## src/sv/tstty_pkg.sv

```systemverilog
`timescale 1ns / 1ps
// shared constants, codes, control word types and helper functions for the
// typesetting-directive to terminal byte converter; no dependencies
package tstty_pkg;

    localparam int TABLE_ENTRIES_DEF = 99;

    localparam int H_LIMIT   = 360;
    localparam int V_LIMIT   = 200;
    localparam int PH_W      = 10;   // pending horizontal, -360..360
    localparam int PV_W      = 9;    // pending vertical, -200..200
    localparam int COL_W     = 16;
    localparam int CNT_W     = 5;    // run lengths up to 30

    // directive kinds
    localparam logic [2:0] KIND_IGNORE = 3'd0;
    localparam logic [2:0] KIND_HMOVE  = 3'd1;
    localparam logic [2:0] KIND_VMOVE  = 3'd2;
    localparam logic [2:0] KIND_STYLE  = 3'd3;
    localparam logic [2:0] KIND_BREAK  = 3'd4;
    localparam logic [2:0] KIND_CHAR   = 3'd5;
    localparam logic [2:0] KIND_HYPHEN = 3'd6;

    // terminal bytes
    localparam logic [7:0] BYTE_ESC    = 8'h1B;
    localparam logic [7:0] BYTE_DOWN   = 8'h42;  // 'B'
    localparam logic [7:0] BYTE_HDOWN  = 8'h39;  // '9'
    localparam logic [7:0] BYTE_HUP    = 8'h38;  // '8'
    localparam logic [7:0] BYTE_UP     = 8'h37;  // '7'
    localparam logic [7:0] BYTE_SPACE  = 8'h20;
    localparam logic [7:0] BYTE_BS     = 8'h08;
    localparam logic [7:0] BYTE_NL     = 8'h0A;
    localparam logic [7:0] BYTE_CR     = 8'h0D;
    localparam logic [7:0] BYTE_UNDER  = 8'h5F;
    localparam logic [7:0] BYTE_HYPHEN = 8'h2D;

    // microprogram steps
    localparam int STEP_W = 4;
    localparam logic [STEP_W-1:0] ST_IDLE   = 4'd0;
    localparam logic [STEP_W-1:0] ST_CH_DIV = 4'd1;
    localparam logic [STEP_W-1:0] ST_V_ESC  = 4'd2;
    localparam logic [STEP_W-1:0] ST_V_DIR  = 4'd3;
    localparam logic [STEP_W-1:0] ST_HF_ESC = 4'd4;
    localparam logic [STEP_W-1:0] ST_HF_DIR = 4'd5;
    localparam logic [STEP_W-1:0] ST_HMOV   = 4'd6;
    localparam logic [STEP_W-1:0] ST_OVR    = 4'd7;
    localparam logic [STEP_W-1:0] ST_OBS    = 4'd8;
    localparam logic [STEP_W-1:0] ST_GLY    = 4'd9;
    localparam logic [STEP_W-1:0] ST_LB_DIV = 4'd10;
    localparam logic [STEP_W-1:0] ST_NL     = 4'd11;
    localparam logic [STEP_W-1:0] ST_CR     = 4'd12;
    localparam logic [STEP_W-1:0] ST_UESC   = 4'd13;
    localparam logic [STEP_W-1:0] ST_USEV   = 4'd14;
    localparam logic [STEP_W-1:0] ST_BAD    = 4'd15;

    // byte selects
    localparam int SEL_W = 4;
    localparam logic [SEL_W-1:0] SEL_ZERO  = 4'd0;
    localparam logic [SEL_W-1:0] SEL_ESC   = 4'd1;
    localparam logic [SEL_W-1:0] SEL_VERT  = 4'd2;
    localparam logic [SEL_W-1:0] SEL_HALF  = 4'd3;
    localparam logic [SEL_W-1:0] SEL_HMOVE = 4'd4;
    localparam logic [SEL_W-1:0] SEL_OVER  = 4'd5;
    localparam logic [SEL_W-1:0] SEL_BS    = 4'd6;
    localparam logic [SEL_W-1:0] SEL_GLYPH = 4'd7;
    localparam logic [SEL_W-1:0] SEL_NL    = 4'd8;
    localparam logic [SEL_W-1:0] SEL_CR    = 4'd9;
    localparam logic [SEL_W-1:0] SEL_SEVEN = 4'd10;

    // datapath operations
    localparam int OP_W = 3;
    localparam logic [OP_W-1:0] OP_NONE   = 3'd0;
    localparam logic [OP_W-1:0] OP_CH_DIV = 3'd1;
    localparam logic [OP_W-1:0] OP_LOAD_H = 3'd2;
    localparam logic [OP_W-1:0] OP_FINISH = 3'd3;
    localparam logic [OP_W-1:0] OP_LB_DIV = 3'd4;

    // sequencing conditions
    localparam int COND_W = 3;
    localparam logic [COND_W-1:0] COND_NEXT      = 3'd0;
    localparam logic [COND_W-1:0] COND_SKIPZ     = 3'd1;
    localparam logic [COND_W-1:0] COND_LOOP      = 3'd2;
    localparam logic [COND_W-1:0] COND_SKIPHALF  = 3'd3;
    localparam logic [COND_W-1:0] COND_SKIPPLAIN = 3'd4;
    localparam logic [COND_W-1:0] COND_SKIPPOS   = 3'd5;
    localparam logic [COND_W-1:0] COND_REPEAT    = 3'd6;

    // last-of-run marking
    localparam logic [1:0] LAST_NO   = 2'd0;
    localparam logic [1:0] LAST_YES  = 2'd1;
    localparam logic [1:0] LAST_CNT0 = 2'd2;
    localparam logic [1:0] LAST_CNT1 = 2'd3;

    typedef struct packed {
        logic [SEL_W-1:0]  sel;
        logic              emit;
        logic [COND_W-1:0] cond;
        logic [1:0]        last;
        logic              bad;
        logic [OP_W-1:0]   op;
        logic [STEP_W-1:0] target;
        logic [STEP_W-1:0] next;
    } t_uword;

    typedef struct packed {
        logic cnt_zero;
        logic cnt_one;
        logic half;
        logic styled;
        logic pv_neg;
    } t_flags;

    typedef struct packed {
        logic             emit;
        logic             dec;
        logic             last;
        logic             bad;
        logic [SEL_W-1:0] sel;
        logic [OP_W-1:0]  op;
    } t_act;

    // floor(x / 20) for x up to 215
    function automatic logic [3:0] div20(input logic [7:0] x);
        logic [15:0] p;
        p = 16'(x) * 16'd205;
        return p[15:12];
    endfunction

    // floor(x / 12) for x up to 366
    function automatic logic [4:0] div12(input logic [8:0] x);
        logic [17:0] p;
        p = 18'(x) * 18'd171;
        return p[15:11];
    endfunction

    function automatic logic signed [PH_W-1:0] sat_ph(input logic signed [11:0] v);
        logic signed [11:0] hi;
        hi = 12'(H_LIMIT);
        if (v > hi) begin
            return hi[PH_W-1:0];
        end else if (v < -hi) begin
            return 10'(-hi);
        end
        return v[PH_W-1:0];
    endfunction

    function automatic logic signed [PV_W-1:0] sat_pv(input logic signed [9:0] v);
        logic signed [9:0] hi;
        hi = 10'(V_LIMIT);
        if (v > hi) begin
            return hi[PV_W-1:0];
        end else if (v < -hi) begin
            return 9'(-hi);
        end
        return v[PV_W-1:0];
    endfunction

    function automatic logic is_alnum(input logic [7:0] c);
        return (c >= 8'h30 && c <= 8'h39) || (c >= 8'h41 && c <= 8'h5A) ||
               (c >= 8'h61 && c <= 8'h7A);
    endfunction

    // character rom, unused codes give zero
    function automatic logic [7:0] glyph_rom(input logic [6:0] code);
        logic [7:0] c;
        c = {1'b0, code};
        if (code >= 7'd1 && code <= 7'd10) begin
            return 8'h30 + (c - 8'd1);
        end else if (code >= 7'd11 && code <= 7'd36) begin
            return 8'h41 + (c - 8'd11);
        end else if (code >= 7'd37 && code <= 7'd62) begin
            return 8'h61 + (c - 8'd37);
        end
        case (code)
            7'd63:   return 8'h21;
            7'd64:   return 8'h22;
            7'd65:   return 8'h23;
            7'd66:   return 8'h24;
            7'd67:   return 8'h25;
            7'd68:   return 8'h26;
            7'd69:   return 8'h28;
            7'd70:   return 8'h29;
            7'd71:   return 8'h2A;
            7'd72:   return 8'h2B;
            7'd73:   return 8'h2C;
            7'd74:   return 8'h2D;
            7'd75:   return 8'h2E;
            7'd76:   return 8'h2F;
            7'd77:   return 8'h3A;
            7'd78:   return 8'h3B;
            7'd79:   return 8'h3C;
            7'd80:   return 8'h3D;
            7'd81:   return 8'h3E;
            7'd82:   return 8'h3F;
            7'd83:   return 8'h40;
            7'd84:   return 8'h5B;
            7'd85:   return 8'h5C;
            7'd86:   return 8'h5D;
            7'd87:   return 8'h5E;
            7'd88:   return 8'h5F;
            7'd89:   return 8'h7B;
            7'd90:   return 8'h7C;
            7'd91:   return 8'h7D;
            7'd92:   return 8'h7E;
            7'd93:   return 8'h60;
            7'd94:   return 8'h27;
            7'd95:   return 8'h27;
            7'd96:   return 8'h60;
            7'd97:   return 8'h5E;
            7'd98:   return 8'h2D;
            default: return 8'h00;
        endcase
    endfunction

endpackage

```

## src/sv/tstty_if.sv

```systemverilog
`timescale 1ns / 1ps
// valid/ready channel interfaces: directive input and terminal byte output
// no dependencies
interface tstty_in_if;
    logic              valid;
    logic              ready;
    logic [2:0]        kind;
    logic signed [8:0] move_amount;
    logic [6:0]        char_code;
    logic [7:0]        advance;
    logic              set_bold;
    logic              set_italic;

    modport source (output valid, kind, move_amount, char_code, advance, set_bold,
                    set_italic, input ready);
    modport sink (input valid, kind, move_amount, char_code, advance, set_bold,
                  set_italic, output ready);
endinterface

interface tstty_out_if;
    logic       valid;
    logic       ready;
    logic [7:0] out_byte;
    logic       last_of_run;
    logic       bad_code;

    modport source (output valid, out_byte, last_of_run, bad_code, input ready);
    modport sink (input valid, out_byte, last_of_run, bad_code, output ready);
endinterface

```

## src/sv/tstty_seq.sv

```systemverilog
`timescale 1ns / 1ps
// microprogram sequencer: step counter, control store and branch resolution
// depends on tstty_pkg
module tstty_seq (
    input  logic                         i_clk,
    input  logic                         i_rst_n,
    input  logic                         i_start,
    input  logic [tstty_pkg::STEP_W-1:0] i_entry,
    input  logic                         i_go,
    input  tstty_pkg::t_flags            i_flags,
    output tstty_pkg::t_act              o_act,
    output logic                         o_idle
);

    logic [tstty_pkg::STEP_W-1:0] r_step;
    logic [tstty_pkg::STEP_W-1:0] n_step;
    logic [tstty_pkg::STEP_W-1:0] w_nxt;
    tstty_pkg::t_uword            w_uw;
    logic                         w_skip;
    logic                         w_dec;
    logic                         w_last;

    function automatic tstty_pkg::t_uword mk(
        input logic [tstty_pkg::SEL_W-1:0]  sel,
        input logic                         emit,
        input logic [tstty_pkg::COND_W-1:0] cond,
        input logic [1:0]                   last,
        input logic                         bad,
        input logic [tstty_pkg::OP_W-1:0]   op,
        input logic [tstty_pkg::STEP_W-1:0] target,
        input logic [tstty_pkg::STEP_W-1:0] next
    );
        tstty_pkg::t_uword u;
        u.sel    = sel;
        u.emit   = emit;
        u.cond   = cond;
        u.last   = last;
        u.bad    = bad;
        u.op     = op;
        u.target = target;
        u.next   = next;
        return u;
    endfunction

    // control store
    function automatic tstty_pkg::t_uword urom(input logic [tstty_pkg::STEP_W-1:0] s);
        case (s)
            tstty_pkg::ST_CH_DIV: return mk(tstty_pkg::SEL_ZERO, 1'b0, tstty_pkg::COND_NEXT,
                tstty_pkg::LAST_NO, 1'b0, tstty_pkg::OP_CH_DIV, tstty_pkg::ST_IDLE,
                tstty_pkg::ST_V_ESC);
            tstty_pkg::ST_V_ESC: return mk(tstty_pkg::SEL_ESC, 1'b1, tstty_pkg::COND_SKIPZ,
                tstty_pkg::LAST_NO, 1'b0, tstty_pkg::OP_NONE, tstty_pkg::ST_HF_ESC,
                tstty_pkg::ST_V_DIR);
            tstty_pkg::ST_V_DIR: return mk(tstty_pkg::SEL_VERT, 1'b1, tstty_pkg::COND_LOOP,
                tstty_pkg::LAST_NO, 1'b0, tstty_pkg::OP_NONE, tstty_pkg::ST_V_ESC,
                tstty_pkg::ST_HF_ESC);
            tstty_pkg::ST_HF_ESC: return mk(tstty_pkg::SEL_ESC, 1'b1,
                tstty_pkg::COND_SKIPHALF, tstty_pkg::LAST_NO, 1'b0, tstty_pkg::OP_LOAD_H,
                tstty_pkg::ST_HMOV, tstty_pkg::ST_HF_DIR);
            tstty_pkg::ST_HF_DIR: return mk(tstty_pkg::SEL_HALF, 1'b1, tstty_pkg::COND_NEXT,
                tstty_pkg::LAST_NO, 1'b0, tstty_pkg::OP_NONE, tstty_pkg::ST_IDLE,
                tstty_pkg::ST_HMOV);
            tstty_pkg::ST_HMOV: return mk(tstty_pkg::SEL_HMOVE, 1'b1, tstty_pkg::COND_REPEAT,
                tstty_pkg::LAST_NO, 1'b0, tstty_pkg::OP_NONE, tstty_pkg::ST_OVR,
                tstty_pkg::ST_HMOV);
            tstty_pkg::ST_OVR: return mk(tstty_pkg::SEL_OVER, 1'b1,
                tstty_pkg::COND_SKIPPLAIN, tstty_pkg::LAST_NO, 1'b0, tstty_pkg::OP_NONE,
                tstty_pkg::ST_GLY, tstty_pkg::ST_OBS);
            tstty_pkg::ST_OBS: return mk(tstty_pkg::SEL_BS, 1'b1, tstty_pkg::COND_NEXT,
                tstty_pkg::LAST_NO, 1'b0, tstty_pkg::OP_NONE, tstty_pkg::ST_IDLE,
                tstty_pkg::ST_GLY);
            tstty_pkg::ST_GLY: return mk(tstty_pkg::SEL_GLYPH, 1'b1, tstty_pkg::COND_NEXT,
                tstty_pkg::LAST_YES, 1'b0, tstty_pkg::OP_FINISH, tstty_pkg::ST_IDLE,
                tstty_pkg::ST_IDLE);
            tstty_pkg::ST_LB_DIV: return mk(tstty_pkg::SEL_ZERO, 1'b0,
                tstty_pkg::COND_SKIPPOS, tstty_pkg::LAST_NO, 1'b0, tstty_pkg::OP_LB_DIV,
                tstty_pkg::ST_NL, tstty_pkg::ST_CR);
            tstty_pkg::ST_NL: return mk(tstty_pkg::SEL_NL, 1'b1, tstty_pkg::COND_REPEAT,
                tstty_pkg::LAST_CNT1, 1'b0, tstty_pkg::OP_NONE, tstty_pkg::ST_IDLE,
                tstty_pkg::ST_NL);
            tstty_pkg::ST_CR: return mk(tstty_pkg::SEL_CR, 1'b1, tstty_pkg::COND_NEXT,
                tstty_pkg::LAST_CNT0, 1'b0, tstty_pkg::OP_NONE, tstty_pkg::ST_IDLE,
                tstty_pkg::ST_UESC);
            tstty_pkg::ST_UESC: return mk(tstty_pkg::SEL_ESC, 1'b1, tstty_pkg::COND_SKIPZ,
                tstty_pkg::LAST_NO, 1'b0, tstty_pkg::OP_NONE, tstty_pkg::ST_IDLE,
                tstty_pkg::ST_USEV);
            tstty_pkg::ST_USEV: return mk(tstty_pkg::SEL_SEVEN, 1'b1, tstty_pkg::COND_LOOP,
                tstty_pkg::LAST_CNT1, 1'b0, tstty_pkg::OP_NONE, tstty_pkg::ST_UESC,
                tstty_pkg::ST_IDLE);
            tstty_pkg::ST_BAD: return mk(tstty_pkg::SEL_ZERO, 1'b1, tstty_pkg::COND_NEXT,
                tstty_pkg::LAST_YES, 1'b1, tstty_pkg::OP_NONE, tstty_pkg::ST_IDLE,
                tstty_pkg::ST_IDLE);
            default: return mk(tstty_pkg::SEL_ZERO, 1'b0, tstty_pkg::COND_NEXT,
                tstty_pkg::LAST_NO, 1'b0, tstty_pkg::OP_NONE, tstty_pkg::ST_IDLE,
                tstty_pkg::ST_IDLE);
        endcase
    endfunction

    always_comb begin
        w_uw   = urom(r_step);
        w_skip = 1'b0;
        w_dec  = 1'b0;
        w_nxt  = w_uw.next;
        case (w_uw.cond)
            tstty_pkg::COND_NEXT: begin
                w_nxt = w_uw.next;
            end
            tstty_pkg::COND_SKIPZ: begin
                if (i_flags.cnt_zero) begin
                    w_skip = 1'b1;
                    w_nxt  = w_uw.target;
                end
            end
            tstty_pkg::COND_LOOP: begin
                w_dec = 1'b1;
                w_nxt = i_flags.cnt_one ? w_uw.next : w_uw.target;
            end
            tstty_pkg::COND_SKIPHALF: begin
                if (!i_flags.half) begin
                    w_skip = 1'b1;
                    w_nxt  = w_uw.target;
                end
            end
            tstty_pkg::COND_SKIPPLAIN: begin
                if (!i_flags.styled) begin
                    w_skip = 1'b1;
                    w_nxt  = w_uw.target;
                end
            end
            tstty_pkg::COND_SKIPPOS: begin
                if (!i_flags.pv_neg) begin
                    w_skip = 1'b1;
                    w_nxt  = w_uw.target;
                end
            end
            tstty_pkg::COND_REPEAT: begin
                // emit cnt times, possibly none, then leave for target
                if (i_flags.cnt_zero) begin
                    w_skip = 1'b1;
                    w_nxt  = w_uw.target;
                end else begin
                    w_dec = 1'b1;
                    w_nxt = i_flags.cnt_one ? w_uw.target : r_step;
                end
            end
            default: begin
                w_nxt = w_uw.next;
            end
        endcase

        case (w_uw.last)
            tstty_pkg::LAST_YES:  w_last = 1'b1;
            tstty_pkg::LAST_CNT0: w_last = i_flags.cnt_zero;
            tstty_pkg::LAST_CNT1: w_last = i_flags.cnt_one;
            default:              w_last = 1'b0;
        endcase

        o_act.emit = w_uw.emit && !w_skip;
        o_act.dec  = w_dec;
        o_act.last = w_last;
        o_act.bad  = w_uw.bad;
        o_act.sel  = w_uw.sel;
        o_act.op   = w_uw.op;

        if (r_step == tstty_pkg::ST_IDLE) begin
            n_step = i_start ? i_entry : tstty_pkg::ST_IDLE;
        end else if (i_go) begin
            n_step = w_nxt;
        end else begin
            n_step = r_step;
        end
    end

    assign o_idle = (r_step == tstty_pkg::ST_IDLE);

    always_ff @(posedge i_clk) begin
        if (!i_rst_n) begin
            r_step <= tstty_pkg::ST_IDLE;
        end else begin
            r_step <= n_step;
        end
    end

endmodule

```

## src/sv/typeset_stream_to_tty_bytes.sv

```systemverilog
`timescale 1ns / 1ps
// Typesetting directive stream to terminal byte converter.
// i_in carries one directive per transaction; o_out carries one terminal byte per
// transaction, with last_of_run on the final byte a directive causes and
// bad_code on the single error byte of an out-of-range character code.
// Motion, style and ignored directives are absorbed in the accept cycle and
// give no bytes. A line break or a character is run by a microprogram: one
// step per cycle while o_out is not stalled, at most one byte per step. A
// character is accepted and divided, then runs the vertical, half-step,
// horizontal and overstrike sections and sends its glyph; a section that sends
// nothing still takes a step. A line break is accepted and divided, then sends
// its bytes, plus a step when nothing or only the carriage return is sent.
// The step rate is set by the single output register, which holds one byte.
// i_in.ready is high whenever the sequencer is idle, even while the last byte
// still waits in the output register. A stall on o_out freezes the
// sequencer on its current step; nothing is dropped.
// Reset clears pending motion, column, style and the output valid, and
// returns the sequencer to idle.
// depends on tstty_pkg, tstty_if, tstty_seq
module typeset_stream_to_tty_bytes #(
    parameter int TABLE_ENTRIES = tstty_pkg::TABLE_ENTRIES_DEF
) (
    input  logic               i_clk,
    input  logic               i_rst_n,
    tstty_in_if.sink           i_in,
    tstty_out_if.source        o_out
);

    localparam logic [7:0] CODE_LIMIT = 8'(TABLE_ENTRIES);

    // architectural state
    logic signed [tstty_pkg::PH_W-1:0] r_ph;
    logic signed [tstty_pkg::PV_W-1:0] r_pv;
    logic [tstty_pkg::COL_W-1:0]       r_col;
    logic                              r_bold;
    logic                              r_italic;

    // run working registers
    logic [tstty_pkg::CNT_W-1:0] r_cnt;
    logic [tstty_pkg::CNT_W-1:0] r_hcnt;
    logic                        r_half;
    logic                        r_up;
    logic                        r_left;
    logic [7:0]                  r_glyph;
    logic [7:0]                  r_adv;
    logic                        r_styled;

    // output register
    logic       r_ovalid;
    logic [7:0] r_obyte;
    logic       r_olast;
    logic       r_obad;

    logic                         w_go;
    logic                         w_acc;
    logic                         w_idle;
    logic                         w_bad_code;
    logic [tstty_pkg::STEP_W-1:0] w_entry;
    logic [7:0]                   w_glyph_in;
    tstty_pkg::t_act              w_act;
    tstty_pkg::t_flags            w_flags;
    logic [7:0]                   w_byte;

    logic signed [8:0]  w_amt;
    logic signed [11:0] w_hm_ph;
    logic signed [11:0] w_hm_ph_adj;
    logic signed [17:0] w_hm_pos;
    logic [tstty_pkg::COL_W-1:0] w_hm_col;
    logic signed [9:0]  w_pv_add;

    logic signed [9:0]  w_pv_ext;
    logic signed [9:0]  w_lb_x;
    logic signed [9:0]  w_cv_x;
    logic [7:0]         w_d20_x;
    logic [3:0]         w_d20_q;
    logic [7:0]         w_d20_r;
    logic signed [9:0]  w_q20;
    logic signed [9:0]  w_lb_pv;

    logic signed [10:0] w_ph_ext;
    logic signed [10:0] w_h_x;
    logic [4:0]         w_d12_q;
    logic signed [10:0] w_q12;
    logic signed [10:0] w_ch_ph;

    logic signed [11:0] w_fin_ph;
    logic [16:0]        w_fin_col;

    assign w_acc  = i_in.valid && w_idle;
    assign w_go   = !r_ovalid || o_out.ready;
    assign i_in.ready = w_idle;

    assign o_out.valid       = r_ovalid;
    assign o_out.out_byte    = r_obyte;
    assign o_out.last_of_run = r_olast;
    assign o_out.bad_code    = r_obad;

    assign w_bad_code = (i_in.char_code == 7'd0) || ({1'b0, i_in.char_code} >= CODE_LIMIT);
    assign w_glyph_in = (i_in.kind == tstty_pkg::KIND_HYPHEN) ? tstty_pkg::BYTE_HYPHEN :
                        tstty_pkg::glyph_rom(i_in.char_code);

    always_comb begin
        case (i_in.kind)
            tstty_pkg::KIND_BREAK:  w_entry = tstty_pkg::ST_LB_DIV;
            tstty_pkg::KIND_CHAR:   w_entry = w_bad_code ? tstty_pkg::ST_BAD :
                                              tstty_pkg::ST_CH_DIV;
            tstty_pkg::KIND_HYPHEN: w_entry = tstty_pkg::ST_CH_DIV;
            default:                w_entry = tstty_pkg::ST_IDLE;
        endcase
    end

    assign w_flags.cnt_zero = (r_cnt == '0);
    assign w_flags.cnt_one  = (r_cnt == 5'd1);
    assign w_flags.half     = r_half;
    assign w_flags.styled   = r_styled;
    assign w_flags.pv_neg   = r_pv[tstty_pkg::PV_W-1];

    tstty_seq u_seq (
        .i_clk   (i_clk),
        .i_rst_n (i_rst_n),
        .i_start (w_acc),
        .i_entry (w_entry),
        .i_go    (w_go),
        .i_flags (w_flags),
        .o_act   (w_act),
        .o_idle  (w_idle)
    );

    // motion directives at accept
    assign w_amt    = i_in.move_amount;
    assign w_hm_ph  = {{2{r_ph[9]}}, r_ph} + {{3{w_amt[8]}}, w_amt};
    assign w_hm_pos = $signed({2'b00, r_col}) + {{9{w_amt[8]}}, w_amt};
    // a column pushed below zero hands the excess back to pending motion
    assign w_hm_ph_adj = w_hm_pos[17] ? (w_hm_ph - $signed(w_hm_pos[11:0])) : w_hm_ph;
    assign w_hm_col = w_hm_pos[17] ? '0 : (w_hm_pos[16] ? '1 : w_hm_pos[15:0]);
    assign w_pv_add = {r_pv[8], r_pv} + {w_amt[8], w_amt};

    // shared divide by 20: line break rounding or vertical flush
    assign w_pv_ext = {r_pv[8], r_pv};
    assign w_lb_x   = r_pv[8] ? (10'sd9 - w_pv_ext) : (w_pv_ext + 10'sd10);
    assign w_cv_x   = r_pv[8] ? (10'sd5 - w_pv_ext) : (w_pv_ext + 10'sd5);
    assign w_d20_x  = (w_act.op == tstty_pkg::OP_LB_DIV) ? w_lb_x[7:0] : w_cv_x[7:0];
    assign w_d20_q  = tstty_pkg::div20(w_d20_x);
    assign w_d20_r  = w_d20_x - 8'(w_d20_q) * 8'd20;
    assign w_q20    = $signed(10'(w_d20_q) * 10'd20);
    assign w_lb_pv  = r_pv[8] ? (w_pv_ext + w_q20) : (w_pv_ext - w_q20);

    // horizontal flush in whole columns
    assign w_ph_ext = {r_ph[9], r_ph};
    assign w_h_x    = r_ph[9] ? (11'sd5 - w_ph_ext) : (w_ph_ext + 11'sd6);
    assign w_d12_q  = tstty_pkg::div12(w_h_x[8:0]);
    assign w_q12    = $signed(11'(w_d12_q) * 11'd12);
    assign w_ch_ph  = r_ph[9] ? (w_ph_ext + w_q12) : (w_ph_ext - w_q12);

    assign w_fin_ph  = {{2{r_ph[9]}}, r_ph} + $signed({4'b0000, r_adv}) - 12'sd12;
    assign w_fin_col = {1'b0, r_col} + {9'd0, r_adv};

    always_comb begin
        case (w_act.sel)
            tstty_pkg::SEL_ESC:   w_byte = tstty_pkg::BYTE_ESC;
            tstty_pkg::SEL_VERT:  w_byte = r_up ? tstty_pkg::BYTE_UP : tstty_pkg::BYTE_DOWN;
            tstty_pkg::SEL_HALF:  w_byte = r_up ? tstty_pkg::BYTE_HUP : tstty_pkg::BYTE_HDOWN;
            tstty_pkg::SEL_HMOVE: w_byte = r_left ? tstty_pkg::BYTE_BS : tstty_pkg::BYTE_SPACE;
            tstty_pkg::SEL_OVER:  w_byte = r_italic ? tstty_pkg::BYTE_UNDER : r_glyph;
            tstty_pkg::SEL_BS:    w_byte = tstty_pkg::BYTE_BS;
            tstty_pkg::SEL_GLYPH: w_byte = r_glyph;
            tstty_pkg::SEL_NL:    w_byte = tstty_pkg::BYTE_NL;
            tstty_pkg::SEL_CR:    w_byte = tstty_pkg::BYTE_CR;
            tstty_pkg::SEL_SEVEN: w_byte = tstty_pkg::BYTE_UP;
            default:              w_byte = 8'h00;
        endcase
    end

    // control and architectural state
    always_ff @(posedge i_clk) begin
        if (!i_rst_n) begin
            r_ph     <= '0;
            r_pv     <= '0;
            r_col    <= '0;
            r_bold   <= 1'b0;
            r_italic <= 1'b0;
            r_ovalid <= 1'b0;
        end else begin
            if (w_go) begin
                r_ovalid <= w_act.emit;
            end
            if (w_acc) begin
                case (i_in.kind)
                    tstty_pkg::KIND_HMOVE: begin
                        r_ph  <= tstty_pkg::sat_ph(w_hm_ph_adj);
                        r_col <= w_hm_col;
                    end
                    tstty_pkg::KIND_VMOVE: begin
                        r_pv <= tstty_pkg::sat_pv(w_pv_add);
                    end
                    tstty_pkg::KIND_STYLE: begin
                        r_bold   <= i_in.set_bold;
                        r_italic <= i_in.set_italic;
                    end
                    tstty_pkg::KIND_BREAK: begin
                        r_col <= '0;
                        r_ph  <= '0;
                        r_pv  <= tstty_pkg::sat_pv(w_pv_add);
                    end
                    default: begin
                        r_col <= r_col;
                    end
                endcase
            end else if (w_go) begin
                case (w_act.op)
                    tstty_pkg::OP_CH_DIV: begin
                        r_ph <= w_ch_ph[tstty_pkg::PH_W-1:0];
                        r_pv <= '0;
                    end
                    tstty_pkg::OP_LB_DIV: begin
                        r_pv <= w_lb_pv[tstty_pkg::PV_W-1:0];
                    end
                    tstty_pkg::OP_FINISH: begin
                        r_ph  <= tstty_pkg::sat_ph(w_fin_ph);
                        r_col <= w_fin_col[16] ? '1 : w_fin_col[15:0];
                    end
                    default: begin
                        r_ph <= r_ph;
                    end
                endcase
            end
        end
    end

    // payload and run registers
    always_ff @(posedge i_clk) begin
        if (w_acc) begin
            r_glyph  <= w_glyph_in;
            r_adv    <= i_in.advance;
            r_styled <= (r_bold || r_italic) && tstty_pkg::is_alnum(w_glyph_in);
        end
        if (w_go && w_act.emit) begin
            r_obyte <= w_byte;
            r_olast <= w_act.last;
            r_obad  <= w_act.bad;
        end
        if (w_go && !w_idle) begin
            if (w_act.dec) begin
                r_cnt <= r_cnt - 5'd1;
            end else begin
                case (w_act.op)
                    tstty_pkg::OP_CH_DIV: begin
                        r_cnt  <= {1'b0, w_d20_q};
                        r_half <= (w_d20_r >= 8'd10);
                        r_up   <= r_pv[8];
                        r_left <= r_ph[9];
                        r_hcnt <= w_d12_q;
                    end
                    tstty_pkg::OP_LB_DIV: begin
                        r_cnt <= {1'b0, w_d20_q};
                    end
                    tstty_pkg::OP_LOAD_H: begin
                        r_cnt <= r_hcnt;
                    end
                    default: begin
                        r_cnt <= r_cnt;
                    end
                endcase
            end
        end
    end

endmodule
```

## src/flat_wrapper.sv

```systemverilog
// flat-port wrapper written by rule: the top's interface ports become plain ports
module typeset_stream_to_tty_bytes_flat 
#(
    parameter int TABLE_ENTRIES = tstty_pkg::TABLE_ENTRIES_DEF
)
  (i_clk, i_rst_n, i_in_valid, i_in_kind, i_in_move_amount, i_in_char_code, i_in_advance, i_in_set_bold, i_in_set_italic, i_in_ready, o_out_valid, o_out_out_byte, o_out_last_of_run, o_out_bad_code, o_out_ready);
  tstty_in_if i_in_i ();
  tstty_out_if o_out_i ();
  input  logic i_clk;
  input  logic i_rst_n;
  input wire logic [$bits(i_in_i.valid)-1:0] i_in_valid;
  input wire logic [$bits(i_in_i.kind)-1:0] i_in_kind;
  input wire logic [$bits(i_in_i.move_amount)-1:0] i_in_move_amount;
  input wire logic [$bits(i_in_i.char_code)-1:0] i_in_char_code;
  input wire logic [$bits(i_in_i.advance)-1:0] i_in_advance;
  input wire logic [$bits(i_in_i.set_bold)-1:0] i_in_set_bold;
  input wire logic [$bits(i_in_i.set_italic)-1:0] i_in_set_italic;
  output wire logic [$bits(i_in_i.ready)-1:0] i_in_ready;
  output wire logic [$bits(o_out_i.valid)-1:0] o_out_valid;
  output wire logic [$bits(o_out_i.out_byte)-1:0] o_out_out_byte;
  output wire logic [$bits(o_out_i.last_of_run)-1:0] o_out_last_of_run;
  output wire logic [$bits(o_out_i.bad_code)-1:0] o_out_bad_code;
  input wire logic [$bits(o_out_i.ready)-1:0] o_out_ready;
  assign i_in_i.valid = i_in_valid;
  assign i_in_i.kind = i_in_kind;
  assign i_in_i.move_amount = i_in_move_amount;
  assign i_in_i.char_code = i_in_char_code;
  assign i_in_i.advance = i_in_advance;
  assign i_in_i.set_bold = i_in_set_bold;
  assign i_in_i.set_italic = i_in_set_italic;
  assign i_in_ready = i_in_i.ready;
  assign o_out_valid = o_out_i.valid;
  assign o_out_out_byte = o_out_i.out_byte;
  assign o_out_last_of_run = o_out_i.last_of_run;
  assign o_out_bad_code = o_out_i.bad_code;
  assign o_out_i.ready = o_out_ready;
  typeset_stream_to_tty_bytes #(.TABLE_ENTRIES(TABLE_ENTRIES)) u_core (.i_clk(i_clk), .i_rst_n(i_rst_n), .i_in(i_in_i), .o_out(o_out_i));
endmodule
```

## config.mk

```make
export PLATFORM = sky130hd
export DESIGN_NAME = typeset_stream_to_tty_bytes_flat
export DESIGN_NICKNAME = d
export VERILOG_FILES = /design/src/sv/tstty_pkg.sv /design/src/sv/tstty_if.sv /design/src/sv/tstty_seq.sv /design/src/sv/typeset_stream_to_tty_bytes.sv /design/src/flat_wrapper.sv
export SDC_FILE = /design/constraint.sdc
export NUM_CORES = 1
export LEC_CHECK = 0
export CELL_PAD_IN_SITES_DETAIL_PLACEMENT = 0
export CELL_PAD_IN_SITES_GLOBAL_PLACEMENT = 1
export CORE_ASPECT_RATIO = 1.1
export CORE_MARGIN = 3
export CORE_UTILIZATION = 25
export CTS_CLUSTER_DIAMETER = 60
export DETAILED_ROUTE_END_ITERATION = 8
export DONT_BUFFER_PORTS = 1
export PLACE_DENSITY_LB_ADDON = 0.1
export SETUP_SLACK_MARGIN = 0.02
export SLEW_MARGIN = 20
export SYNTH_ARGS = -nofsm -noshare
export SYNTH_HDL_FRONTEND = slang
export SYNTH_HIERARCHICAL = 1
export SYNTH_SLANG_ARGS = --single-unit
```

## constraint.sdc

```tcl
create_clock -name i_clk -period 10.8 [get_ports i_clk]
set_input_delay 2.16 -clock i_clk [delete_from_list [all_inputs] [get_ports i_clk]]
set_output_delay 2.16 -clock i_clk [all_outputs]
set_load 0.05 [all_outputs]
```

## Yosys cells after proc, flatten, opt, wreduce, memory -nomap -nowiden

Memories as Yosys holds them, arrays and structs flattened. A register that Yosys moved wholly into a read port is not among the register bits.
Index checks and enable logic that the tools add are counted.

| storage, ports and cells | value |
|---|---|
| bits in registers | 82 |
| latch bits | 0 |
| RAM bits | 0 |
| bits in read-only memories | 1248 |
| input bits | 33 |
| memories | 2 |

| cells by class | value |
|---|---|
| add/subtract/negate cells | 25 |
| $mul | 5 |
| divide/modulo/power cells | 0 |
| $lt $le $gt $ge | 20 |
| eq/ne operators | 33 |
| shifts and indexed selects | 0 |
| mux-type cells | 89 |
| bitwise gates (word level) | 1 |
| reductions and logical operators | 37 |

Memory list:

| name | depth | width | read ports | clocked after Yosys merged registers in | wr ports | RTL line | source |
|---|---|---|---|---|---|---|---|
| (name not given) | 128 | 7 | 1 | 0 | 0 | tstty_pkg.sv:174 | `case (code)` |
| (name not given) | 16 | 22 | 1 | 1 | 0 | tstty_seq.sv:47 | `case (s)` |

Operators by type and width:

| kind | count |
|---|---|
| 2-to-1 mux 16 bit | 6 |
| 2-to-1 mux 10 bit | 9 |
| case mux 8 bit (10 select lines) | 1 |
| 2-to-1 mux 8 bit | 9 |
| 2-to-1 mux 9 bit | 8 |
| 2-to-1 mux 4 bit | 13 |
| case mux 10 bit (2 select lines) | 2 |
| case mux 9 bit (2 select lines) | 2 |
| case mux 16 bit (2 select lines) | 1 |
| 2-to-1 mux 1 bit | 28 |
| > comparator 12 x 10 -> 1 bit (second input constant) | 2 |
| less-than comparator 12 x 10 -> 1 bit (second input constant) | 2 |
| case mux 4 bit (6 select lines) | 1 |
| adder 10 x 9 -> 11 bit | 2 |
| equality test 3 bit (second input constant) | 7 |
| adder 17 x 9 -> 18 bit | 1 |
| equality test 3 x 2 -> 1 bit (second input constant) | 6 |
| adder 16 x 8 -> 17 bit | 1 |
| adder 7 x 8 -> 8 bit (first input constant) | 2 |
| equality test 4 x 3 -> 1 bit (second input constant) | 4 |
| >= comparator 8 x 7 -> 1 bit (second input constant) | 2 |
| less-or-equal comparator 8 x 7 -> 1 bit (second input constant) | 2 |
| multiplier 8 x 8 -> 16 bit (second input constant) | 1 |
| multiplier 9 x 8 -> 16 bit (second input constant) | 1 |
| other kinds (63) | 97 |

## Depth between registers and ports, before layout

Gate-level depths: netlist of run 1.

| logic depth | value |
|---|---|
| depth after elaboration | 13 |
| mapped depth | 35 |
| mapped depth without buffers | 34 |

## Cells and area by module

The synthesis of run 1 kept the hierarchy.

By module, submodules not included:

| module | times used | cells each | area an instance (sq um) | seq. area each (sq um) |
|---|---|---|---|---|
| typeset_stream_to_tty_bytes | 1 | 1547 | 12368.1 | 1961.9 |
| tstty_seq | 1 | 230 | 1848.0 | 500.5 |

## Worst setup path after synthesis of run 1

No wires, ideal clock.

| timing path | value |
|---|---|
| path type | register to register |
| start | register u_core/u_seq/o_act[0] (netlist name) |
| end | register u_core/r_pv[7] (netlist name) |
| arrival | 6.957 ns |
| required time | 10.672 ns |
| setup slack | 3.715 ns |
| stages on the path, launching flop included | 33 |
| path buffers | 3 |
| clock period less this slack | 7.085 ns |
| path through | dfxtp_1 > buf_4 > or3b_1 > buf_2 > clkbuf_1 > or3_1 > o211ai_1 > nand3_1 > xor2_1 > ha_1 > ha_1 > inv_1 > fa_1 > fa_1 > inv_1 > ha_1 > a21oi_1 > nand2b_1 > a41oi_1 > o211ai_1 > a2111oi_2 > nor3b_4 > and2_1 > nor2_1 > ha_1 > fa_1 > inv_1 > a41oi_1 > xor2_1 > ha_1 > xnor2_1 > a222oi_1 > nor2_1 |

| between the ends | value |
|---|---|
| word-level cells in the longest chain between the ends | 9 |
| elaborated cells between the ends (all ways) | 13 |
| classes of those cells | add/sub: 2; mul: 2; eq/ne: 2; mux: 5; reduce/logical: 2 |

Ends and longest elaborated chain:

| item | RTL line | source |
|---|---|---|
| equality test 3 bit | typeset_stream_to_tty_bytes.sv:142, typeset_stream_to_tty_bytes.sv:210 |  |
| 2-to-1 mux 8 bit | typeset_stream_to_tty_bytes.sv:142 | `assign w_d20_x = (w_act.op == tstty_pkg::OP_LB_DIV) ? w_lb_x[7:0] : w_cv_x[7:0];` |
| multiplier 8 x 8 -> 16 bit | tstty_pkg.sv:125 | `p = 16'(x) * 16'd205;` |
| multiplier 4 x 3 -> 7 bit | typeset_stream_to_tty_bytes.sv:145 | `assign w_q20 = $signed(10'(w_d20_q) * 10'd20);` |
| subtractor 9 bit or adder 9 bit (tied branches) | typeset_stream_to_tty_bytes.sv:146 | `assign w_lb_pv = r_pv[8] ? (w_pv_ext + w_q20) : (w_pv_ext - w_q20);` |
| 2-to-1 mux 9 bit | typeset_stream_to_tty_bytes.sv:146 |  |
| case mux 9 bit (2 select lines) | typeset_stream_to_tty_bytes.sv:210 | `case (w_act.op)` |
| 2-to-1 mux 9 bit | typeset_stream_to_tty_bytes.sv:209 | `end else if (w_go) begin` |
| 2-to-1 mux 9 bit | typeset_stream_to_tty_bytes.sv:187 | `if (w_acc) begin` |
| end signal: assignment | typeset_stream_to_tty_bytes.sv:194 | `r_pv <= tstty_pkg::sat_pv(w_pv_add);` |
| end signal: assignment | typeset_stream_to_tty_bytes.sv:203 | `r_pv <= tstty_pkg::sat_pv(w_pv_add);` |
| end signal: assignment | typeset_stream_to_tty_bytes.sv:216 | `r_pv <= w_lb_pv[tstty_pkg::PV_W-1:0];` |
| end: declaration | typeset_stream_to_tty_bytes.sv:33 | `logic signed [tstty_pkg::PV_W-1:0] r_pv;` |

Several ways; a longest one is shown, not always the timed one. The select of a mux whose other input is x is not followed.
A chain may end at the register's enable or synchronous reset.

## Worst setup path in the final report of run 1

| timing path | value |
|---|---|
| start | register u_core/r_ph[9] (netlist name) |
| end | register u_core/r_ph[9] (netlist name) |

| between the ends | value |
|---|---|
| elaborated cells between the ends (all ways) | 34 |
| classes of those cells | add/sub: 6; mul: 2; order compare: 4; mux: 22 |

RTL lines:

| item | RTL line | source |
|---|---|---|
| start: declaration | typeset_stream_to_tty_bytes.sv:32 | `logic signed [tstty_pkg::PH_W-1:0] r_ph;` |
| start signal: assignment | typeset_stream_to_tty_bytes.sv:190 | `r_ph <= tstty_pkg::sat_ph(w_hm_ph_adj);` |
| start signal: assignment | typeset_stream_to_tty_bytes.sv:212 | `r_ph <= w_ch_ph[tstty_pkg::PH_W-1:0];` |
| start signal: assignment | typeset_stream_to_tty_bytes.sv:219 | `r_ph <= tstty_pkg::sat_ph(w_fin_ph);` |
| 2-to-1 mux 9 bit * | typeset_stream_to_tty_bytes.sv:150 | `assign w_h_x = r_ph[9] ? (11'sd5 - w_ph_ext) : (w_ph_ext + 11'sd6);` |
| multiplier 9 x 8 -> 16 bit * | tstty_pkg.sv:132 | `p = 18'(x) * 18'd171;` |
| named net u_core.w_d12_q[0] | typeset_stream_to_tty_bytes.sv:82 | `logic [4:0] w_d12_q;` |
| multiplier 5 x 2 -> 7 bit * | typeset_stream_to_tty_bytes.sv:152 | `assign w_q12 = $signed(11'(w_d12_q) * 11'd12);` |
| subtractor 10 bit or adder 10 bit (tied branches) | typeset_stream_to_tty_bytes.sv:153 | `assign w_ch_ph = r_ph[9] ? (w_ph_ext + w_q12) : (w_ph_ext - w_q12);` |
| 2-to-1 mux 10 bit * | typeset_stream_to_tty_bytes.sv:153 |  |
| case mux 10 bit (2 select lines) * | typeset_stream_to_tty_bytes.sv:210 |  |
| 2-to-1 mux 10 bit * | typeset_stream_to_tty_bytes.sv:209 |  |
| 2-to-1 mux 10 bit * | typeset_stream_to_tty_bytes.sv:187 |  |

Mark *: on every way through the listed nets, which the timed path passes. The rest lies on a longest branch. The select of a mux whose other input is x is not followed.

==> impl_metrics.env, run 1 <==
export IMPL_routabilityCongestion=0.795
export IMPL_cts_hold_buf=0
export IMPL_final_cell_mix="217 x ha_1, 185 x inv_1, 150 x o21ai_0"
export IMPL_syn_to_final_growth_pct=7.01
export IMPL_yosys_warnings=6
export IMPL_grt_pass1_vias=12548
export IMPL_min_period_ns=8.21
export IMPL_worst_pin_slew_ns=1.03
export IMPL_fmax_ghz=0.122
export IMPL_fin_area_um2=15200
export IMPL_cts_tree="done"
export IMPL_nNetsFinal=2020
export IMPL_postSynthCellCount=1777
export IMPL_start_util=0.253
export IMPL_clk_path_buf_depth=2
export IMPL_outcome="finished, final reports clean"
export IMPL_finish_utilization=0.271
export IMPL_cts_inserted_buffers=9
export IMPL_wire_per_inst_um=18.4
export IMPL_criticalPathCategory="reg2reg"
export IMPL_die_width_um=233
export IMPL_cts_root_buf="clkbuf_16"
export IMPL_clkTransAtPathRegs_ns=0.08
export IMPL_post_route_period_util=0.760
export IMPL_maxSlewViolCount=0
export IMPL_synth_cell_types=104
export IMPL_critical_path_arrival_ns=8.52
export IMPL_drt_iter0_markers=734
export IMPL_tns_ns=0
export IMPL_synth_nets=2063
export IMPL_ys_flop_type="dfxtp_1"
export IMPL_ctsResizeCount=0
export IMPL_hold_viol=0
export IMPL_worstSetupEndpointType="register"
export IMPL_num_rows=91
export IMPL_synth_async_reset_ratio=0
export IMPL_cts_post_setup_buffers_inserted=0
export IMPL_grt_use_total=0.152
export IMPL_clkSinkCount=103
export IMPL_ant_nets=0
export IMPL_num_vias=12500
export IMPL_rsz0062_at_grt="false"
export IMPL_antenna_found_initial=0
export IMPL_overflow=0
export IMPL_dieArea_um2=59800
export IMPL_path_max_fanout=23
export IMPL_cp_required_ns=11.11
export IMPL_crit_slowest_cell="dfxtp_1"
export IMPL_drt_pre_antenna_iters=7
export IMPL_grt_pass1_wl_um=72000
export IMPL_htreeDepth=3
export IMPL_netlist_area_leader_share=0.191
export IMPL_yosys_area_top_type="ha_1"
export IMPL_drcViolationCount=0
export IMPL_relSlewSlack=0.313
export IMPL_avgSynthCellArea_um2=8.00
export IMPL_io_buffers=0
export IMPL_ys_ff_latch=103
export IMPL_grt_max_degree=38
export IMPL_hp_class="reg2reg"
export IMPL_dp_hpwl_um=36500
export IMPL_critPathMaxStageDelay_ns=0.88
export IMPL_boundaryPins=45
export IMPL_skew_ns=0.0128
export IMPL_synth_edff_count=40
export IMPL_syn_area_um2=14200
export IMPL_synth_area_leaders="ha_1 19%, dfxtp_1 8.9%, edfxtp_1 8.4%, o21ai_0 5.3%, xnor2_1 5.1%"
export IMPL_startpoint_type="register"
export IMPL_placed_cell_area_um2=14900
export IMPL_cp_top_family="adder cells"
export IMPL_wirelength_um=45600
export IMPL_max_cap_violations=0
export IMPL_setup_viol=0
export IMPL_vias_per_cell=5.03
export IMPL_clk_latency_ns=0.38
export IMPL_drive_above_1_share=0.0454
export IMPL_cp_buffers_inverters=4
export IMPL_ys_seq_area_frac=0.173
export IMPL_core_area_um2=56100
export IMPL_final_common_cell="ha_1"
export IMPL_die_h_um=256
-- worst reg2reg max path, delay by kind of cell, from the launching register on --
kind	cells	cell delay, ns
fa+ha+maj	7	3.04
buf+inv	4	0.50
compound gates	10	2.09
xor+xnor	2	0.77
flops	1	0.88
simple gates	5	0.87
-- registers in the layout, indices dropped and copies added (netlist names), 4 cells and up --
| name | cells |
|---|---|
| u_core/u_seq/w_uw | 14 |
| u_core/r_cnt | 5 |
| u_core/u_seq/o_act | 7 |
| u_core/r_pv | 9 |
| u_core/r_glyph | 8 |
| u_core/r_ph | 10 |
| u_core/r_hcnt | 5 |
| u_core/r_col | 16 |
| u_core/u_seq/r_step | 4 |
| u_core/r_adv | 8 |
| u_core/o_out.out_byte | 8 |
-- through the flow --
stage / worst slack [ns] / instances / hold slack, ns
after floorplan: 3.72 / 1777 / 0.464
after global placement: 2.41 / 2466 / 0.391
after detailed placement: 2.46 / 2467 / 0.389
after CTS: 2.41 / 2483 / 0.409
after global routing: 1.86 / 2483 / 0.435
final: 2.59 / 2484 / 0.408
-- final cells by class --
cell class | count | area, um^2
Sequential cell | 103 | 2460
Fill cell | 6126 | 40900
Antenna cell | 1 | 2.50
Tap cell | 744 | 931
Timing Repair Buffer | 16 | 120
Multi-Input combinational cell | 1415 | 10700
Inverter | 189 | 711
Clock inverter | 7 | 73.8
Clock buffer | 9 | 225
-- per-layer routing --
| layer | up-vias | wire, um | share of wire | global-route usage |
|---|---|---|---|---|
| met5 | - | 0 | 0 | 0 |
| met4 | 0 | 684 | 0.015 | 0.0322 |
| met3 | 37 | 1400 | 0.031 | 0.0194 |
| met2 | 189 | 22400 | 0.49 | 0.266 |
| met1 | 5938 | 21100 | 0.46 | 0.200 |
| li1 | 6336 | - | - | - |
-- synth_stat cells, types with 40 or more instances --
cell,number
ha_1,217
nand3_1,42
nor2_1,107
dfxtp_1,63
o21ai_0,150
nand2_1,115
xnor2_1,83
nor3_1,47
edfxtp_1,40
a31oi_1,43
inv_1,185
a21oi_1,132
-- path summary, 6_finish.rpt --
kind | to | slack [ns] | depth (start not counted) | startpoint
worst max register to register | u_core/r_ph[9]$_SDFFE_PN0P_ | 2.59 | 28 | u_core/r_ph[9]$_SDFFE_PN0P_
worst min register to register | u_core/o_out.bad_code$_DFFE_PP_ | 0.41 | 0 | u_core/u_seq/o_act[7]$_SDFF_PN0_
worst max-delay path | u_core/r_ph[9]$_SDFFE_PN0P_ | 2.59 | 28 | u_core/r_ph[9]$_SDFFE_PN0P_
worst min-delay path | u_core/o_out.bad_code$_DFFE_PP_ | 0.41 | 0 | u_core/u_seq/o_act[7]$_SDFF_PN0_
-- cell families after synthesis --
family	count (synthesis)	share of synthesized area
AOI/OAI and AO/OA	549	0.249
and+or+nand+nor	469	0.168
buffers and inverters	259	0.0760
adders and majority gates	255	0.243
xor gates and xnor gates	117	0.0721
DFF	103	0.173
muxes	24	0.0180
other	1	0.000264
Power of run 1 is left out: the tool's default activity adds up to more than one toggle a clock period on the data nets, which glitch-free logic cannot reach.
==> run 2, diff against run 1 <==
==> constraint.sdc (replaced) <==
create_clock -name i_clk -period 7.7 [get_ports i_clk]
set_input_delay 1.54 -clock i_clk [delete_from_list [all_inputs] [get_ports i_clk]]
set_output_delay 1.54 -clock i_clk [all_outputs]
set_load 0.05 [all_outputs]
==> run 2 against run 1 <==
- die area did not move
- critical endpoint is now u_core/r_pv[8]$_SDFFE_PN0P_
- global-route usage down 0.072 points
- hold slack better by 0.0067 ns
- first-iteration DRC count down 25%
- clock skew grew 0.0071 ns
- design area rose by 2.2%
==> impl_metrics.env, run 2 (same netlist as run 1, synthesis figures left out) <==
export IMPL_num_antenna_cells=0
export IMPL_die_width_um=233
export IMPL_routabilityCongestion=0.794
export IMPL_start_util=0.253
export IMPL_boundaryPins=45
export IMPL_rrSetupSlack_ns=0.46
export IMPL_reg2reg_from="u_core/u_seq/o_act[0]$_DFF_P_"
export IMPL_min_period_ns=7.24
export IMPL_fmax_ghz=0.138
export IMPL_die_h_um=256
export IMPL_holdPathStages=0
export IMPL_skew_ns=0.0199
export IMPL_htreeDepth=3
export IMPL_critical_path_arrival_ns=7.51
export IMPL_drt_pre_antenna_iters=7
export IMPL_io_buffers=0
export IMPL_hp_start="u_core/u_seq/o_act[7]$_SDFF_PN0_"
export IMPL_wire_per_inst_um=17.9
export IMPL_num_rows=91
export IMPL_cts_root_buf="clkbuf_16"
export IMPL_crit_top_cell="ha_1"
export IMPL_drcViolationCount=0
export IMPL_clkSinkCount=103
export IMPL_post_route_period_util=0.940
export IMPL_grt_max_degree=38
export IMPL_largest_reg_flops=16
export IMPL_crit_slowest_cell="fa_1"
export IMPL_critPathMaxStageDelay_ns=0.53
export IMPL_dieArea_um2=59800
export IMPL_final_cell_mix="216 x ha_1, 184 x inv_1, 150 x o21ai_0"
export IMPL_wirelength_um=45100
export IMPL_final_common_cell="ha_1"
export IMPL_setup_viol=0
export IMPL_cts_inserted_buffers=9
export IMPL_core_area_um2=56100
export IMPL_num_vias=12573
export IMPL_dp_hpwl_um=36500
export IMPL_maxSlewViolCount=0
export IMPL_relSlewSlack=0.352
export IMPL_cts_tree="done"
export IMPL_tns_ns=0
export IMPL_clk_latency_ns=0.40
export IMPL_outcome="finished, final reports clean"
export IMPL_antenna_found_initial=0
export IMPL_overflow=0
export IMPL_drive_above_1_share=0.0745
export IMPL_cp_required_ns=7.98
export IMPL_regMostFlops="u_core/r_col"
export IMPL_clk_path_buf_depth=2
export IMPL_clkTransAtPathRegs_ns=0.08
export IMPL_max_cap_violations=0
export IMPL_ff2ff_path_depth=30
export IMPL_hold_viol=0
export IMPL_worst_pin_slew_ns=0.971
export IMPL_grt_pass1_vias=12719
export IMPL_whs_endpoint="u_core/o_out.bad_code$_DFFE_PP_"
export IMPL_grt_use_total=0.152
export IMPL_drt_iter0_markers=549
export IMPL_nNetsFinal=2053
export IMPL_syn_to_final_growth_pct=9.42
export IMPL_rsz0062_at_grt="true"
export IMPL_criticalPathCategory="reg2reg"
export IMPL_grt_pass1_wl_um=71600
export IMPL_path_max_fanout=13
export IMPL_startpoint_type="register"
export IMPL_fin_hold_ws_ns=0.414
export IMPL_worstSetupEndpointType="register"
export IMPL_vias_per_cell=5.00
export IMPL_r2r_end="u_core/r_pv[8]$_SDFFE_PN0P_"
export IMPL_hp_class="reg2reg"
export IMPL_ant_nets=0
[run 2: metrics by stage]
stage,worst slack [ns],std cells,cell area [um^2],utilization
floorplan,0.615,1777,14200,-
global route,-0.0131,2516,15600,0.277
detailed placement,0.196,2493,15100,0.269
global placement,0.251,2493,15100,0.269
CTS,0.167,2509,15400,0.274
finish,0.461,2516,15600,0.277
[run 2: layout make-up]
type | count | area [um^2]
timing repair buffer | 49 | 368
sequential | 103 | 2470
clock inverter | 7 | 70.1
fill | 6079 | 40600
tap | 744 | 931
multi-input combinational | 1415 | 10800
clock buffer | 9 | 225
inverter | 189 | 711
[run 2: routing by layer]
metal,share of wire,track usage,up-vias
met5,0,0,-
met4,0.020,0.0385,0
met3,0.024,0.0185,37
met2,0.50,0.271,159
met1,0.46,0.192,6000
li1,-,-,6377
[run 2: worst max-delay path: cells and delay by family, from the launching register on]
kind                       cells  cell delay (ns)
xor gates and xnor gates       2             0.42
adders and majority gates      8             2.92
buffers and inverters          5             0.55
and+or+nand+nor                5             0.95
DFF                            1             0.34
AOI/OAI and AO/OA             10             1.93
[run 2: timing repair]
item                       in CTS  in global routing
gates resized for setup         0                 21
setup endpoints to repair       0                  7
setup buffers                   0                  6
hold buffers                    0                  0
[run 2: how the worst max path moves through the flow]
stage / endpoint / depth (start not counted) / startpoint / slack (ns)
2_1_floorplan: u_core/r_pv[7]$_SDFFE_PN0P_ / 32 / u_core/u_seq/o_act[0]$_DFF_P_ / 0.62
3_3_place_gp: u_core/r_pv[8]$_SDFFE_PN0P_ / 30 / u_core/u_seq/o_act[2]$_SDFF_PN0_ / 0.25
3_5_place_dp: u_core/r_pv[8]$_SDFFE_PN0P_ / 30 / u_core/u_seq/o_act[2]$_SDFF_PN0_ / 0.20
4_1_cts: u_core/r_pv[8]$_SDFFE_PN0P_ / 30 / u_core/u_seq/o_act[2]$_SDFF_PN0_ / 0.17
5_1_grt: u_core/r_pv[8]$_SDFFE_PN0P_ / 31 / u_core/r_pv[2]$_SDFFE_PN0P_ / -0.01
6_report: u_core/r_pv[8]$_SDFFE_PN0P_ / 30 / u_core/u_seq/o_act[0]$_DFF_P_ / 0.46
Power of run 2 is left out for the same reason.
==> run 3, diff against run 2 <==
--- a/config.mk
+++ b/config.mk
@@ -7,7 +7,7 @@
 export LEC_CHECK = 0
 export CELL_PAD_IN_SITES_DETAIL_PLACEMENT = 0
 export CELL_PAD_IN_SITES_GLOBAL_PLACEMENT = 1
-export CORE_ASPECT_RATIO = 1.1
+export CORE_ASPECT_RATIO = 0.5
 export CORE_MARGIN = 3
 export CORE_UTILIZATION = 25
 export CTS_CLUSTER_DIAMETER = 60
==> run 3 against run 2 <==
- first-iteration DRC count rose by 23%
- non-clock buffer count up 2
- design area increased by 0.61%
- final cell count up 0.56%
- critical endpoint unchanged
- highest routed layer unchanged
==> impl_metrics.env, run 3 (same netlist as run 1, synthesis figures left out) <==
export IMPL_outcome="finished, final reports clean"
export IMPL_syn_to_final_growth_pct=10.1
export IMPL_grt_pass1_vias=12416
export IMPL_maxSlewViolCount=0
export IMPL_rrSetupSlack_ns=0.47
export IMPL_grt_use_total=0.151
export IMPL_startpoint_type="register"
export IMPL_die_width_um=343
export IMPL_ff2ff_path_depth=32
export IMPL_min_period_ns=7.23
export IMPL_multiInputGateArea_um2=10800
export IMPL_critPathLaunch="u_core/r_pv[2]$_SDFFE_PN0P_"
export IMPL_r2r_end="u_core/r_pv[8]$_SDFFE_PN0P_"
export IMPL_final_common_cell="ha_1"
export IMPL_reg2reg_from="u_core/r_pv[2]$_SDFFE_PN0P_"
export IMPL_vias_per_cell=4.92
export IMPL_worstSetupEndpointType="register"
export IMPL_clkSinkCount=103
export IMPL_overflow=0
export IMPL_worst_pin_slew_ns=1.05
export IMPL_clk_path_buf_depth=2
export IMPL_fin_cells=2530
export IMPL_crit_slowest_cell="fa_1"
export IMPL_num_fill_cells=6136
export IMPL_clk_latency_ns=0.39
export IMPL_placed_cells=2507
export IMPL_critPathMaxStageDelay_ns=0.53
export IMPL_num_rows=61
export IMPL_placed_cell_area_um2=15100
export IMPL_drt_iter0_markers=678
export IMPL_fin_area_um2=15700
export IMPL_ant_nets=0
export IMPL_cts_tree="done"
export IMPL_start_util=0.254
export IMPL_largest_reg_flops=16
export IMPL_critical_path_arrival_ns=7.51
export IMPL_skew_ns=0.0138
export IMPL_dp_hpwl_um=36200
export IMPL_num_antenna_cells=0
export IMPL_drive_above_1_share=0.0789
export IMPL_num_vias=12446
export IMPL_criticalPathCategory="reg2reg"
export IMPL_hp_start="u_core/u_seq/o_act[7]$_SDFF_PN0_"
export IMPL_setup_viol=0
export IMPL_grt_pass1_wl_um=72000
export IMPL_grt_max_degree=38
export IMPL_cp_top_family="adder cells"
export IMPL_routabilityCongestion=0.781
export IMPL_crit_top_cell="ha_1"
export IMPL_cp_buffers_inverters=6
export IMPL_wirelength_um=45100
export IMPL_clkTransAtPathRegs_ns=0.09
export IMPL_antenna_found_initial=0
export IMPL_fin_ws_ns=0.468
export IMPL_htreeDepth=3
export IMPL_nNetsFinal=2055
export IMPL_io_buffers=0
export IMPL_cp_required_ns=7.98
export IMPL_hp_class="reg2reg"
export IMPL_final_cell_mix="215 x ha_1, 182 x inv_1, 149 x o21ai_0"
export IMPL_fmax_ghz=0.138
export IMPL_relSlewSlack=0.298
export IMPL_cts_root_buf="clkbuf_16"
export IMPL_cts_inserted_buffers=9
export IMPL_regMostFlops="u_core/r_col"
export IMPL_critPathCapture="u_core/r_pv[8]$_SDFFE_PN0P_"
export IMPL_path_max_fanout=6
export IMPL_drt_pre_antenna_iters=5
export IMPL_dp_slack_ns=-0.180
export IMPL_drcViolationCount=0
export IMPL_post_route_period_util=0.939
export IMPL_die_h_um=175
export IMPL_boundaryPins=45
export IMPL_cp_depth=32
export IMPL_hold_viol=0
export IMPL_dieArea_um2=59900
export IMPL_max_cap_violations=0
export IMPL_wire_per_inst_um=17.8
export IMPL_seqCellArea_um2=2470
export IMPL_core_area_um2=55900
## run 3: cell count changes in the layout (fill, tap and decap cells not counted), moves of 2 or more
cell,before,now
buf_4,48,50
clkinv_8,1,3
inv_1,184,182
inv_2,3,5
inv_6,2,0
xnor2_1,77,79
xnor2_2,6,4
xor2_1,33,31
## run 3: per-stage QoR
step                utilization  hold WS (ns)  setup TNS (ns)
finish                    0.280         0.414               0
global route              0.280         0.431         -0.0866
global placement          0.271         0.406          -0.290
CTS                       0.277         0.420               0
floorplan                     -         0.464               0
detailed placement        0.271         0.397          -0.449
## run 3: how the worst min path moves through the flow
stage,cells after the start,endpoint
finish,0,u_core/o_out.bad_code$_DFFE_PP_
global route,0,u_core/o_out.bad_code$_DFFE_PP_
CTS,0,u_core/o_out.bad_code$_DFFE_PP_
detailed placement,0,u_core/o_out.bad_code$_DFFE_PP_
global placement,0,u_core/o_out.bad_code$_DFFE_PP_
floorplan,2,u_core/r_bold$_SDFFE_PN0P_
## run 3: repair_timing
item | 4_1_cts | 5_1_grt
hold buffers | 0 | 0
endpoints found under the hold margin | 0 | 0
endpoints found under the setup margin | 4 | 7
gates resized for setup | 2 | 27
cloned | 0 | 0
setup buffers | 0 | 7
pin swaps | 0 | 6
## run 3: per-layer routing
| metal | wire [um] | vias to the layer above | track usage |
|---|---|---|---|
| li1 | - | 6397 | - |
| met1 | 24000 | 5863 | 0.220 |
| met5 | 0 | - | 0 |
| met2 | 19700 | 173 | 0.242 |
| met4 | 204 | 0 | 0.0173 |
| met3 | 1190 | 13 | 0.0244 |
## run 3: final cells by class
cell class | count | share of cell area
Inverter | 189 | 0.0454
Clock buffer | 9 | 0.0144
Sequential cell | 103 | 0.158
Clock inverter | 7 | 0.00568
Tap cell | 756 | 0.0604
Multi-Input combinational cell | 1415 | 0.692
Timing Repair Buffer | 51 | 0.0247
Power of run 3 is left out for the same reason.
